File: src/sv/hed_pkg.sv
// Shared types and constants for the HTML entity decoder.
// The entity table, the held-prefix and result-list types live here.
// No dependencies; used by hed_decode and html_entity_decoder_top.
package hed_pkg;

    localparam int HOLD_DEPTH = 5;
    localparam int RES_MAX    = 6;
    localparam int ENT_NUM    = 7;
    localparam int ENT_MAXLEN = 6;
    localparam int CAP_W      = 11;
    localparam int CNT_W      = 3;

    localparam logic [CAP_W-1:0] CAP_MAX = 11'd2047;
    localparam logic [7:0]       AMP     = 8'h26;

    // Entity spellings, padded with zero after the closing semicolon.
    localparam logic [7:0] ENT_TEXT [ENT_NUM][ENT_MAXLEN] = '{
        '{8'h26, 8'h6C, 8'h74, 8'h3B, 8'h00, 8'h00},   // &lt;
        '{8'h26, 8'h67, 8'h74, 8'h3B, 8'h00, 8'h00},   // &gt;
        '{8'h26, 8'h61, 8'h6D, 8'h70, 8'h3B, 8'h00},   // &amp;
        '{8'h26, 8'h71, 8'h75, 8'h6F, 8'h74, 8'h3B},   // &quot;
        '{8'h26, 8'h23, 8'h33, 8'h39, 8'h3B, 8'h00},   // &#39;
        '{8'h26, 8'h23, 8'h30, 8'h33, 8'h39, 8'h3B},   // &#039;
        '{8'h26, 8'h6E, 8'h62, 8'h73, 8'h70, 8'h3B}    // &nbsp;
    };

    localparam logic [CNT_W-1:0] ENT_LEN [ENT_NUM] = '{
        3'd4, 3'd4, 3'd5, 3'd6, 3'd5, 3'd6, 3'd6
    };

    localparam logic [7:0] ENT_BYTE [ENT_NUM] = '{
        8'h3C, 8'h3E, 8'h26, 8'h22, 8'h27, 8'h27, 8'h20
    };

    typedef struct packed {
        logic [HOLD_DEPTH-1:0][7:0] bytes;
        logic [CNT_W-1:0]           count;
    } hold_t;

    typedef struct packed {
        logic [RES_MAX-1:0][7:0] bytes;
        logic [CNT_W-1:0]        count;
        logic                    bare;
        logic                    last;
    } res_t;

endpackage

File: src/sv/hed_decode.sv
// Single-pass decode of one input item: entity match, flush list and cap.
// Produces the result list, the next held prefix and the next emitted count.
// Depends on hed_pkg.
module hed_decode (
    input  hed_pkg::hold_t                 held,
    input  logic [7:0]                     text_byte,
    input  logic                           byte_present,
    input  logic                           end_of_string,
    input  logic [hed_pkg::CAP_W-1:0]      cap,
    input  logic [hed_pkg::CAP_W-1:0]      emitted,
    output hed_pkg::res_t                  res,
    output hed_pkg::hold_t                 held_next,
    output logic [hed_pkg::CAP_W-1:0]      emitted_next
);

    logic [hed_pkg::ENT_NUM-1:0] ent_ok;
    logic [hed_pkg::ENT_NUM-1:0] ent_full;
    logic                        full;
    logic                        use_full;
    logic                        partial;
    logic                        hold_ok;
    logic [7:0]                  full_byte;
    logic [hed_pkg::CNT_W-1:0]   hc_out;
    logic                        append_c;
    logic [hed_pkg::CNT_W-1:0]   list_n;
    logic [hed_pkg::CNT_W-1:0]   take_n;
    logic [hed_pkg::CAP_W-1:0]   room;

    // Held bytes plus the new byte are compared against every entity at once.
    always_comb
    begin
        for (int e = 0; e < hed_pkg::ENT_NUM; e++)
        begin
            ent_ok[e] = (held.count < hed_pkg::ENT_LEN[e]);
            for (int k = 0; k < hed_pkg::HOLD_DEPTH; k++)
            begin
                if ((3'(k) < held.count) && (held.bytes[k] != hed_pkg::ENT_TEXT[e][k]))
                begin
                    ent_ok[e] = 1'b0;
                end
            end
            for (int k = 0; k < hed_pkg::ENT_MAXLEN; k++)
            begin
                if ((3'(k) == held.count) && (hed_pkg::ENT_TEXT[e][k] != text_byte))
                begin
                    ent_ok[e] = 1'b0;
                end
            end
            ent_full[e] = ent_ok[e] && ((held.count + 3'd1) == hed_pkg::ENT_LEN[e]);
        end

        // The first entity in table order wins on a full match.
        full_byte = 8'h00;
        for (int e = hed_pkg::ENT_NUM - 1; e >= 0; e--)
        begin
            if (ent_full[e])
            begin
                full_byte = hed_pkg::ENT_BYTE[e];
            end
        end
        full     = |ent_full;
        use_full = byte_present && full;
        partial  = |(ent_ok & ~ent_full);
        hold_ok  = partial && (held.count < 3'(hed_pkg::HOLD_DEPTH));
    end

    // Every non-match result list is the held prefix, optionally followed by the new byte.
    always_comb
    begin
        hc_out   = (end_of_string || (byte_present && !hold_ok)) ? held.count : '0;
        append_c = byte_present && !full
                   && (end_of_string || (!hold_ok && (text_byte != hed_pkg::AMP)));
        list_n   = use_full ? 3'd1 : (hc_out + {2'b00, append_c});

        for (int j = 0; j < hed_pkg::RES_MAX; j++)
        begin
            res.bytes[j] = text_byte;
        end
        for (int j = 0; j < hed_pkg::HOLD_DEPTH; j++)
        begin
            if (3'(j) < hc_out)
            begin
                res.bytes[j] = held.bytes[j];
            end
        end
        if (use_full)
        begin
            res.bytes[0] = full_byte;
        end

        // Bytes past the cap are dropped; the list is always cut at its tail.
        room   = (emitted >= cap) ? '0 : (cap - emitted);
        take_n = (room < 11'(list_n)) ? room[hed_pkg::CNT_W-1:0] : list_n;

        res.count    = take_n;
        res.bare     = end_of_string && (take_n == '0);
        res.last     = end_of_string;
        emitted_next = end_of_string ? '0 : (emitted + 11'(take_n));
    end

    always_comb
    begin
        held_next = held;
        if (end_of_string)
        begin
            held_next.count = '0;
        end
        else if (byte_present)
        begin
            if (use_full)
            begin
                held_next.count = '0;
            end
            else if (hold_ok)
            begin
                for (int k = 0; k < hed_pkg::HOLD_DEPTH; k++)
                begin
                    if (3'(k) == held.count)
                    begin
                        held_next.bytes[k] = text_byte;
                    end
                end
                held_next.count = held.count + 3'd1;
            end
            else if (text_byte == hed_pkg::AMP)
            begin
                held_next.bytes[0] = text_byte;
                held_next.count    = 3'd1;
            end
            else
            begin
                held_next.count = '0;
            end
        end
    end

endmodule

File: src/sv/html_entity_decoder_top.sv
// Top level of the streaming HTML entity decoder.
// Input stage, decode state, result list buffer and configuration register.
// Depends on hed_pkg and hed_decode.
//
//   channel  | handshake                 | payload
//   ---------+---------------------------+------------------------------------------
//   input    | in_valid / in_stall       | text_byte, byte_present, end_of_string
//   output   | out_valid / out_stall     | out_byte, out_present, out_last
//   config   | cfg_write                 | cfg_data (max_output_bytes)
//
// An item leaves the input register for decode once the result list buffer is empty
// or drains. The buffer hands out one result per cycle (up to six per item) through
// its single output port while out_stall is low. The input register takes a new item
// while results still wait. Reset clears the held count, the emitted count and the
// handshake state and sets the cap to 2047. A stall on the output holds the buffer
// and, once the input register is full, the input side.
module html_entity_decoder_top #(
    parameter int BUFFER_BYTES = 2048
) (
    input  logic                         clk,
    input  logic                         rst_n,
    input  logic                         cfg_write,
    input  logic [hed_pkg::CAP_W-1:0]    cfg_data,
    input  logic                         in_valid,
    output logic                         in_stall,
    input  logic [7:0]                   text_byte,
    input  logic                         byte_present,
    input  logic                         end_of_string,
    output logic                         out_valid,
    input  logic                         out_stall,
    output logic [7:0]                   out_byte,
    output logic                         out_present,
    output logic                         out_last
);

    localparam logic [hed_pkg::CAP_W-1:0] CAP_LIM =
        (BUFFER_BYTES - 1 > int'(hed_pkg::CAP_MAX)) ? hed_pkg::CAP_MAX
                                                   : hed_pkg::CAP_W'(BUFFER_BYTES - 1);

    logic [hed_pkg::CAP_W-1:0]  max_bytes_reg;
    logic [hed_pkg::CAP_W-1:0]  cap;

    logic                       stg_valid_reg;
    logic [7:0]                 stg_byte_reg;
    logic                       stg_present_reg;
    logic                       stg_eos_reg;

    hed_pkg::hold_t             held_reg;
    hed_pkg::hold_t             held_next;
    logic [hed_pkg::CAP_W-1:0]  emitted_reg;
    logic [hed_pkg::CAP_W-1:0]  emitted_next;
    hed_pkg::res_t              res;

    logic [hed_pkg::RES_MAX-1:0][7:0] buf_bytes_reg;
    logic [hed_pkg::CNT_W-1:0]        buf_rem_reg;
    logic [hed_pkg::CNT_W-1:0]        buf_ptr_reg;
    logic                             buf_last_reg;
    logic                             buf_bare_reg;

    logic in_xfer;
    logic out_xfer;
    logic advance;

    assign cap = (max_bytes_reg < CAP_LIM) ? max_bytes_reg : CAP_LIM;

    assign out_valid   = (buf_rem_reg != '0);
    assign out_xfer    = out_valid && !out_stall;
    assign out_byte    = buf_bare_reg ? 8'h00 : buf_bytes_reg[buf_ptr_reg];
    assign out_present = !buf_bare_reg;
    assign out_last    = buf_last_reg && (buf_rem_reg == 3'd1);

    // The staged item moves into decode once the buffer is empty or drains this cycle.
    assign advance  = stg_valid_reg
                      && ((buf_rem_reg == '0) || ((buf_rem_reg == 3'd1) && !out_stall));
    assign in_stall = stg_valid_reg && !advance;
    assign in_xfer  = in_valid && !in_stall;

    hed_decode u_decode (
        .held          (held_reg),
        .text_byte     (stg_byte_reg),
        .byte_present  (stg_present_reg),
        .end_of_string (stg_eos_reg),
        .cap           (cap),
        .emitted       (emitted_reg),
        .res           (res),
        .held_next     (held_next),
        .emitted_next  (emitted_next)
    );

    always_ff @(posedge clk or negedge rst_n)
    begin
        if (!rst_n)
        begin
            max_bytes_reg <= hed_pkg::CAP_MAX;
        end
        else if (cfg_write)
        begin
            max_bytes_reg <= cfg_data;
        end
    end

    always_ff @(posedge clk or negedge rst_n)
    begin
        if (!rst_n)
        begin
            stg_valid_reg <= 1'b0;
        end
        else if (in_xfer)
        begin
            stg_valid_reg <= 1'b1;
        end
        else if (advance)
        begin
            stg_valid_reg <= 1'b0;
        end
    end

    always_ff @(posedge clk)
    begin
        if (in_xfer)
        begin
            stg_byte_reg    <= text_byte;
            stg_present_reg <= byte_present;
            stg_eos_reg     <= end_of_string;
        end
    end

    always_ff @(posedge clk or negedge rst_n)
    begin
        if (!rst_n)
        begin
            held_reg    <= '0;
            emitted_reg <= '0;
        end
        else if (advance)
        begin
            held_reg    <= held_next;
            emitted_reg <= emitted_next;
        end
    end

    always_ff @(posedge clk or negedge rst_n)
    begin
        if (!rst_n)
        begin
            buf_rem_reg  <= '0;
            buf_ptr_reg  <= '0;
            buf_last_reg <= 1'b0;
            buf_bare_reg <= 1'b0;
        end
        else if (advance)
        begin
            buf_rem_reg  <= res.bare ? 3'd1 : res.count;
            buf_ptr_reg  <= '0;
            buf_last_reg <= res.last;
            buf_bare_reg <= res.bare;
        end
        else if (out_xfer)
        begin
            buf_rem_reg <= buf_rem_reg - 3'd1;
            buf_ptr_reg <= buf_ptr_reg + 3'd1;
        end
    end

    always_ff @(posedge clk)
    begin
        if (advance)
        begin
            buf_bytes_reg <= res.bytes;
        end
    end

    // The held prefix never grows past the hold store.
    a_held_bound: assert property (@(posedge clk) disable iff (!rst_n)
        held_reg.count <= 3'(hed_pkg::HOLD_DEPTH))
        else $error("held count exceeds hold depth");

    // The read pointer and the remaining count together stay inside the result list.
    a_buf_bound: assert property (@(posedge clk) disable iff (!rst_n)
        (4'(buf_ptr_reg) + 4'(buf_rem_reg)) <= 4'(hed_pkg::RES_MAX))
        else $error("result buffer pointer out of range");

    // A bare end marker is only ever the final transfer of a string.
    a_bare_last: assert property (@(posedge clk) disable iff (!rst_n)
        (out_valid && !out_present) |-> out_last)
        else $error("bare marker without last");

    // Finishing a string clears the emitted count and the held prefix.
    a_eos_clear: assert property (@(posedge clk) disable iff (!rst_n)
        (advance && stg_eos_reg) |=> ((emitted_reg == '0) && (held_reg.count == '0)))
        else $error("end of string did not clear state");

endmodule
File: config.mk
export PLATFORM = sky130hd
export DESIGN_NAME = html_entity_decoder_top
export DESIGN_NICKNAME = d
export VERILOG_FILES = /design/src/sv/hed_pkg.sv /design/src/sv/hed_decode.sv /design/src/sv/html_entity_decoder_top.sv
export SDC_FILE = /design/constraint.sdc
export NUM_CORES = 1
export LEC_CHECK = 0
export BUFFER_PORTS_ARGS = -buffer_cell sky130_fd_sc_hd__buf_4
export CAP_MARGIN = 30
export CORE_AREA = 2 2 169 171
export DETAILED_ROUTE_END_ITERATION = 8
export DIE_AREA = 0 0 171 173
export PLACE_DENSITY = 0.51
export SLEW_MARGIN = 10
export SYNTH_ARGS = -nofsm -noshare
export SYNTH_HDL_FRONTEND = slang
export SYNTH_SLANG_ARGS = --single-unit
export TNS_END_PERCENT = 20
File: constraint.sdc
create_clock -name clk -period 11.02 [get_ports clk]
set_clock_uncertainty 0.2 [all_clocks]
set_input_delay 0.551 -clock clk [delete_from_list [all_inputs] [get_ports clk]]
set_output_delay 0.551 -clock clk [all_outputs]
set_load 0.01 [all_outputs]
==> results of run 1 <==
worst max-delay path: stages (launching register included):
cell and delay [ns]:
edfxtp_1 0.99, and4b_1 0.40, nand4_1 0.13, a222oi_1 0.60
o2111a_1 0.43, o31ai_4 0.13, a21oi_1 0.41, nor2_1 0.08
ha_1 0.19, ha_1 0.21, nand3_1 0.10, nor4_1 0.07
or4b_4 0.56, ha_1 0.31, a21oi_1 0.14, o21ai_0 0.15
o21a_1 0.23, o21a_1 0.16, o31ai_2 0.41, inv_2 0.10
fa_1 0.43, nor2b_1 0.16, o21ai_0 0.09, nor2_1 0.25
nand3_1 0.14, xnor2_1 0.15, nor2_1 0.06
synthesized netlist by cell type (all sizes together) (3+ instances only):
master,number,area share (%)
a21o,3,0.28
a21oi,29,1.9
a22oi,12,1.1
a31oi,10,0.79
a41oi,6,0.76
and2,14,1.1
and3,6,0.47
and4b,6,0.76
buf,14,0.91
clkbuf,25,1.2
dfrtp,63,20
dfstp,11,3.6
edfxtp,58,22
ha,27,4.3
inv,35,1.7
mux2,73,10
mux2i,13,1.6
mux4,8,2.3
nand2,37,1.7
nand2b,8,0.63
nand3,16,1.0
nand3b,4,0.38
nand4,9,0.71
nor2,47,2.3
nor2b,19,1.5
nor3,9,0.63
nor3b,5,0.47
nor4,8,0.82
nor4b,7,0.77
nor4bb,9,1.1
o2111a,3,0.43
o211ai,5,0.60
o21a,9,0.85
o21ai,25,1.6
o21bai,3,0.28
o22ai,3,0.41
o31ai,8,1.3
o41ai,3,0.33
or2,9,0.71
or3,3,0.24
or3b,4,0.44
xnor2,9,0.99
layer usage:
layer,vias to the layer above,wire (um),global-route usage (%)
li1,2726,-,-
met2,142,9610,23.1
met4,0,447,5.08
met5,-,0,0
met3,33,1060,2.72
met1,2833,10400,21.4
layout by cell type (no fill, tap or decap), drive strengths merged, types with 10 or more instances in the layout:
| master | instances |
|---|---|
| a31oi | 10 |
| dfrtp | 63 |
| nand2 | 37 |
| clkbuf | 21 |
| a22oi | 12 |
| buf | 42 |
| o21ai | 25 |
| dfstp | 11 |
| a21oi | 29 |
| edfxtp | 58 |
| nor2b | 19 |
| nor2 | 47 |
| inv | 41 |
| mux2 | 73 |
| and2 | 14 |
| nand3 | 16 |
| mux2i | 13 |
| ha | 27 |
path summary, 6_finish.rpt:
path | end | slack (ns)
setup / recovery | emitted_reg[8] | 3.58
hold / removal | stg_byte_reg[1] | 0.1
setup reg to reg | emitted_reg[8] | 3.58
hold reg to reg | buf_last_reg | 0.28
max in group asynchronous | held_reg[36] | 9.20
min in group asynchronous | emitted_reg[5] | 0.38
repair_timing:
item | in CTS | in global routing
hold buffers | 1 | 0
setup buffers | 0 | 0
hold endpoints to repair | 13 | 0
resized for setup | 0 | 0
power groups by stage:
stage	sequential (mW)	clock (mW)	combinational, mW
2_1_floorplan	0.744	0	0.628
6_report	0.808	0.573	0.832
5_1_grt	0.827	0.605	0.915
3_3_place_gp	0.817	0	0.834
3_5_place_dp	0.819	0	0.828
4_1_cts	0.810	0.587	0.836
final cells by class:
type	count	area (sq um)	share of cell area [%]
Timing Repair Buffer	43	325	3.55
Tap cell	378	473	5.16
Clock buffer	21	483	5.27
Inverter	37	139	1.52
Clock inverter	11	114	1.24
Sequential cell	132	3610	39.4
Multi-Input combinational cell	505	4020	43.9
stage by stage:
step,cell area (sq um),total power [mW],instances,util [%]
floorplan,7940,1.37,713,-
global placement,8560,1.65,1094,31.0
detailed placement,8560,1.65,1094,31.0
CTS,9170,2.23,1127,33.2
global route,9170,2.35,1127,33.2
finish,9170,2.21,1127,33.2
logic make-up after synthesis:
kind of cell,after synthesis,share of synthesized area [%]
AND/OR/NAND/NOR,228,16.8
XOR/XNOR,10,1.10
flip-flops,132,45.4
multiplexers,94,14.3
buffers and inverters,76,3.86
AO/OA/AOI/OAI,144,13.8
adder cells (fa/ha/maj),29,4.76
==> impl_metrics.py, run 1 <==
metrics = {
    "worst_setup_path": {
        "r2r_start": "stg_byte_reg[3]",
        "cp-start-kind": "flop",
        "crit_fanout": 20,
        "end_kind": "flop",
        "r2r_cells": 26,
        "critPathLaunch": "stg_byte_reg[3]",
        "worst-endpoint-required_ns": 11.09,
        "worstSetupPathType": "flop to flop",
        "worst_ep_arrival_time_ns": 7.51,
    },
    "logic_synthesis": {
        "netlist_area_sq_um": 7940,
        "yosys_warnings": 0,
        "syn_nets": 768,
        "synth-edff-count": 58,
        "seq_area_frac_synth_pct": 45.4,
        "synthCells": 713,
        "ys_types": 89,
        "syn-mean-instance-area_sq_um": 11.1,
        "synth-async-reset-ratio_pct": 56.1,
        "synth_seq_cells": 132,
        "synth_top_flop_cell": "dfrtp_1",
    },
    "routing": {
        "routed_wirelength_um": 21500,
        "drt_iter0_markers": 386,
        "via_per_inst": 5.09,
        "drc": 0,
        "antenna_left": 0,
        "wl_per_cell_um": 19.1,
        "dr.pass1.iters": 5,
        "vias": 5734,
    },
    "floorplan": {
        "row_count": 61,
        "die_height_um": 173,
        "ios": 38,
        "core_area_sq_um": 27600,
        "dieArea_sq_um": 29600,
        "fp.dieW_um": 171,
        "start_util_pct": 28.7,
    },
    "placed_design": {
        "port-buffer-count": 37,
        "post-place-ws_ns": 3.74,
        "gp_congestion": 0.906,
        "place_hpwl_um": 15100,
    },
    "power_and_ir_drop": {
        "p_per_area_nw_per_um2": 241,
        "seqPwrFrac_pct": 36.5,
        "leakage_nw": 3.68,
        "pwr-share-clk_pct": 25.9,
        "p_sw_uw": 823,
        "vdd_drop_max_uv": 113,
        "power.internal_mw": 1.39,
        "swShare_pct": 37.2,
        "power_frac_comb_pct": 37.6,
    },
    "cts": {
        "cts_tree": "done",
        "cts_root_buf": "clkbuf_16",
        "cts_made_buffers": 17,
        "insertion_delay_ns": 0.43,
        "cts_sinks": 132,
        "htree_levels": 4,
        "clk_path_buf_depth": 2,
        "clk_pin_slew_worst_paths_ns": 0.07,
    },
    "sta": {
        "post-route-period-util_pct": 67.5,
        "period_minus_slack_ns": 7.44,
        "setup_ws_ns": 3.58,
        "timing.slew.headroom_pct": 35.0,
        "holdWs_ns": 0.0969,
        "setup_viol": 0,
        "drv_slew": 0,
        "hold_viol_final": 0,
        "max_freq_mhz": 134,
        "tns_ns": 0,
        "rsz0062_at_grt": "no",
        "worst_pin_slew_ns": 0.975,
    },
    "grt": {
        "antenna_found_initial": 0,
        "grt_first_pass_wirelength_um": 34100,
        "grt_max_degree": 55,
        "grtUsageTotal_pct": 15.1,
        "grt_pass1_vias": 5766,
        "grt-ovfl-total": 0,
    },
    "worst_hold_path": {
        "min_path_cells": 1,
        "hold_path_class": "primary input to flop",
        "min_from": "text_byte[1]",
    },
    "flow_run": {
        "cap_violations": 0,
    },
    "final_layout": {
        "largest_reg_flops": 48,
        "syn_to_final_growth_pct": 15.5,
        "drive_gt1_share_pct": 26.0,
        "finalNetCount": 791,
        "diodes": 0,
        "n_fill_cell": 2840,
    },
    "status": {
        "status": "finished clean",
    },
}
Note: power is estimated with default switching activity, not from simulation.
==> run 2, diff against run 1 <==
Settings changed: PLACE_DENSITY 0.51 to 0.53.
Clock period 11.02 ns to 6.3 ns, I/O delays scaled along.
==> impl_metrics.py, run 2 (same netlist as run 1, synthesis figures left out) <==
metrics = {
    "placed_design": {
        "port-buffer-count": 37,
        "gp_congestion": 0.925,
        "placedInstanceArea_sq_um": 9000,
        "place_hpwl_um": 15900,
    },
    "routing": {
        "routed_wirelength_um": 22100,
        "vias": 6075,
        "via_per_inst": 4.98,
        "antenna_left": 0,
        "drt_iter0_markers": 367,
        "wl_per_cell_um": 18.1,
        "drc": 0,
        "dr.pass1.iters": 5,
    },
    "worst_setup_path": {
        "crit_fanout": 4,
        "crit_top_cell": "buf_4",
        "slowest_delay_ns": 0.52,
        "worstSetupPathType": "flop to flop",
        "end_kind": "flop",
        "worst_ep_arrival_time_ns": 6.19,
        "worst-endpoint-required_ns": 6.38,
        "cp-start-kind": "flop",
        "cpMaxStageDelayCell": "or4b_4",
    },
    "sta": {
        "hold_viol_final": 0,
        "drv_slew": 0,
        "period_minus_slack_ns": 6.10,
        "timing.slew.headroom_pct": 52.1,
        "setup_viol": 0,
        "max_freq_mhz": 164,
        "holdWs_ns": 0.0525,
        "post-route-period-util_pct": 96.9,
        "worst_pin_slew_ns": 0.708,
        "tns_ns": 0,
    },
    "floorplan": {
        "row_count": 61,
        "die_height_um": 173,
        "core_area_sq_um": 27600,
        "start_util_pct": 28.7,
        "dieArea_sq_um": 29600,
        "fp.dieW_um": 171,
        "ios": 38,
    },
    "power_and_ir_drop": {
        "p_per_area_nw_per_um2": 416,
        "vdd_drop_max_uv": 198,
        "leakage_nw": 4.18,
    },
    "cts": {
        "insertion_delay_ns": 0.42,
        "cts_root_buf": "clkbuf_16",
        "cts_made_buffers": 17,
        "htree_levels": 4,
        "cts_sinks": 132,
        "clk_path_buf_depth": 2,
        "clk_pin_slew_worst_paths_ns": 0.06,
        "cts_tree": "done",
    },
    "grt": {
        "grt-ovfl-total": 0,
        "grt_max_degree": 55,
        "grt_first_pass_wirelength_um": 34700,
        "grtUsageTotal_pct": 15.3,
        "antenna_found_initial": 0,
        "grt_pass1_vias": 6060,
    },
    "flow_run": {
        "cap_violations": 0,
    },
    "worst_hold_path": {
        "hold_path_class": "primary input to flop",
    },
    "final_layout": {
        "finish.instance_area_sq_um": 10200,
        "largest_reg_flops": 48,
        "fin_util_pct": 36.8,
        "finalNetCount": 883,
        "diodes": 0,
        "final_cell_mix": "buf_4 (104), mux2_2 (71), dfrtp_1 (62)",
        "drive_gt1_share_pct": 35.6,
        "final_common_cell": "buf_4",
        "syn_to_final_growth_pct": 28.2,
    },
    "status": {
        "status": "finished clean",
    },
}
[run 2: what timing repair did]
item,CTS,global route
setup buffers,0,12
setup endpoints to repair,0,8
hold buffers,25,0
hold endpoints to repair,48,0
gates resized for setup,0,40
[run 2: through the flow]
stage	instances	setup slack (ns)	total power [mW]
after floorplan	713	0.0342	2.41
after global placement	1149	0.105	3.00
after detailed placement	1150	0.0282	3.02
after CTS	1207	0.000775	4.15
after global routing	1219	-0.0337	4.49
final	1219	0.195	4.23
[run 2: layout make-up]
class / instances / area [sq um]
clock buffer: 18 / 439
sequential: 132 / 3610
clock inverter: 14 / 211
timing repair buffer: 135 / 1100
multi-input combinational: 505 / 4210
fill: 2733 / 17500
inverter: 37 / 139
tap: 378 / 473
[run 2: final timing paths]
path	slack, ns	startpoint	depth (start not counted)	to
min in group asynchronous	0.19	rst_n	2	held_reg[2]
min reg2reg	0.27	buf_last_reg	1	buf_last_reg
max	0.20	held_reg[36]	29	emitted_reg[9]
max in group asynchronous	4.70	rst_n	3	buf_ptr_reg[2]
max reg2reg	0.20	held_reg[36]	29	emitted_reg[9]
min	0.05	out_stall	4	buf_rem_reg[2]
[run 2: worst max-delay path: cells and delay by family (launching register included)]
family          cells  cell delay (ns)
fa+ha+maj           4             0.87
compound gates     13             1.98
xor+xnor            1             0.13
buf+inv             3             0.55
simple gates        8             1.85
flops               1             0.39
[run 2: power by group]
group / internal [mW] / leakage (nW) / switching (mW) / total, mW
registers: 1.21 / 1.51 / 0.170 / 1.38
logic: 0.842 / 2.35 / 0.918 / 1.76
clock network: 0.686 / 0.316 / 0.411 / 1.10
[run 2: metal layers]
layer  GRT usage [%]  routed length, um
met4            4.45                336
met5               0                  0
met3            2.61                742
met2            24.3              10500
met1            21.2              10500
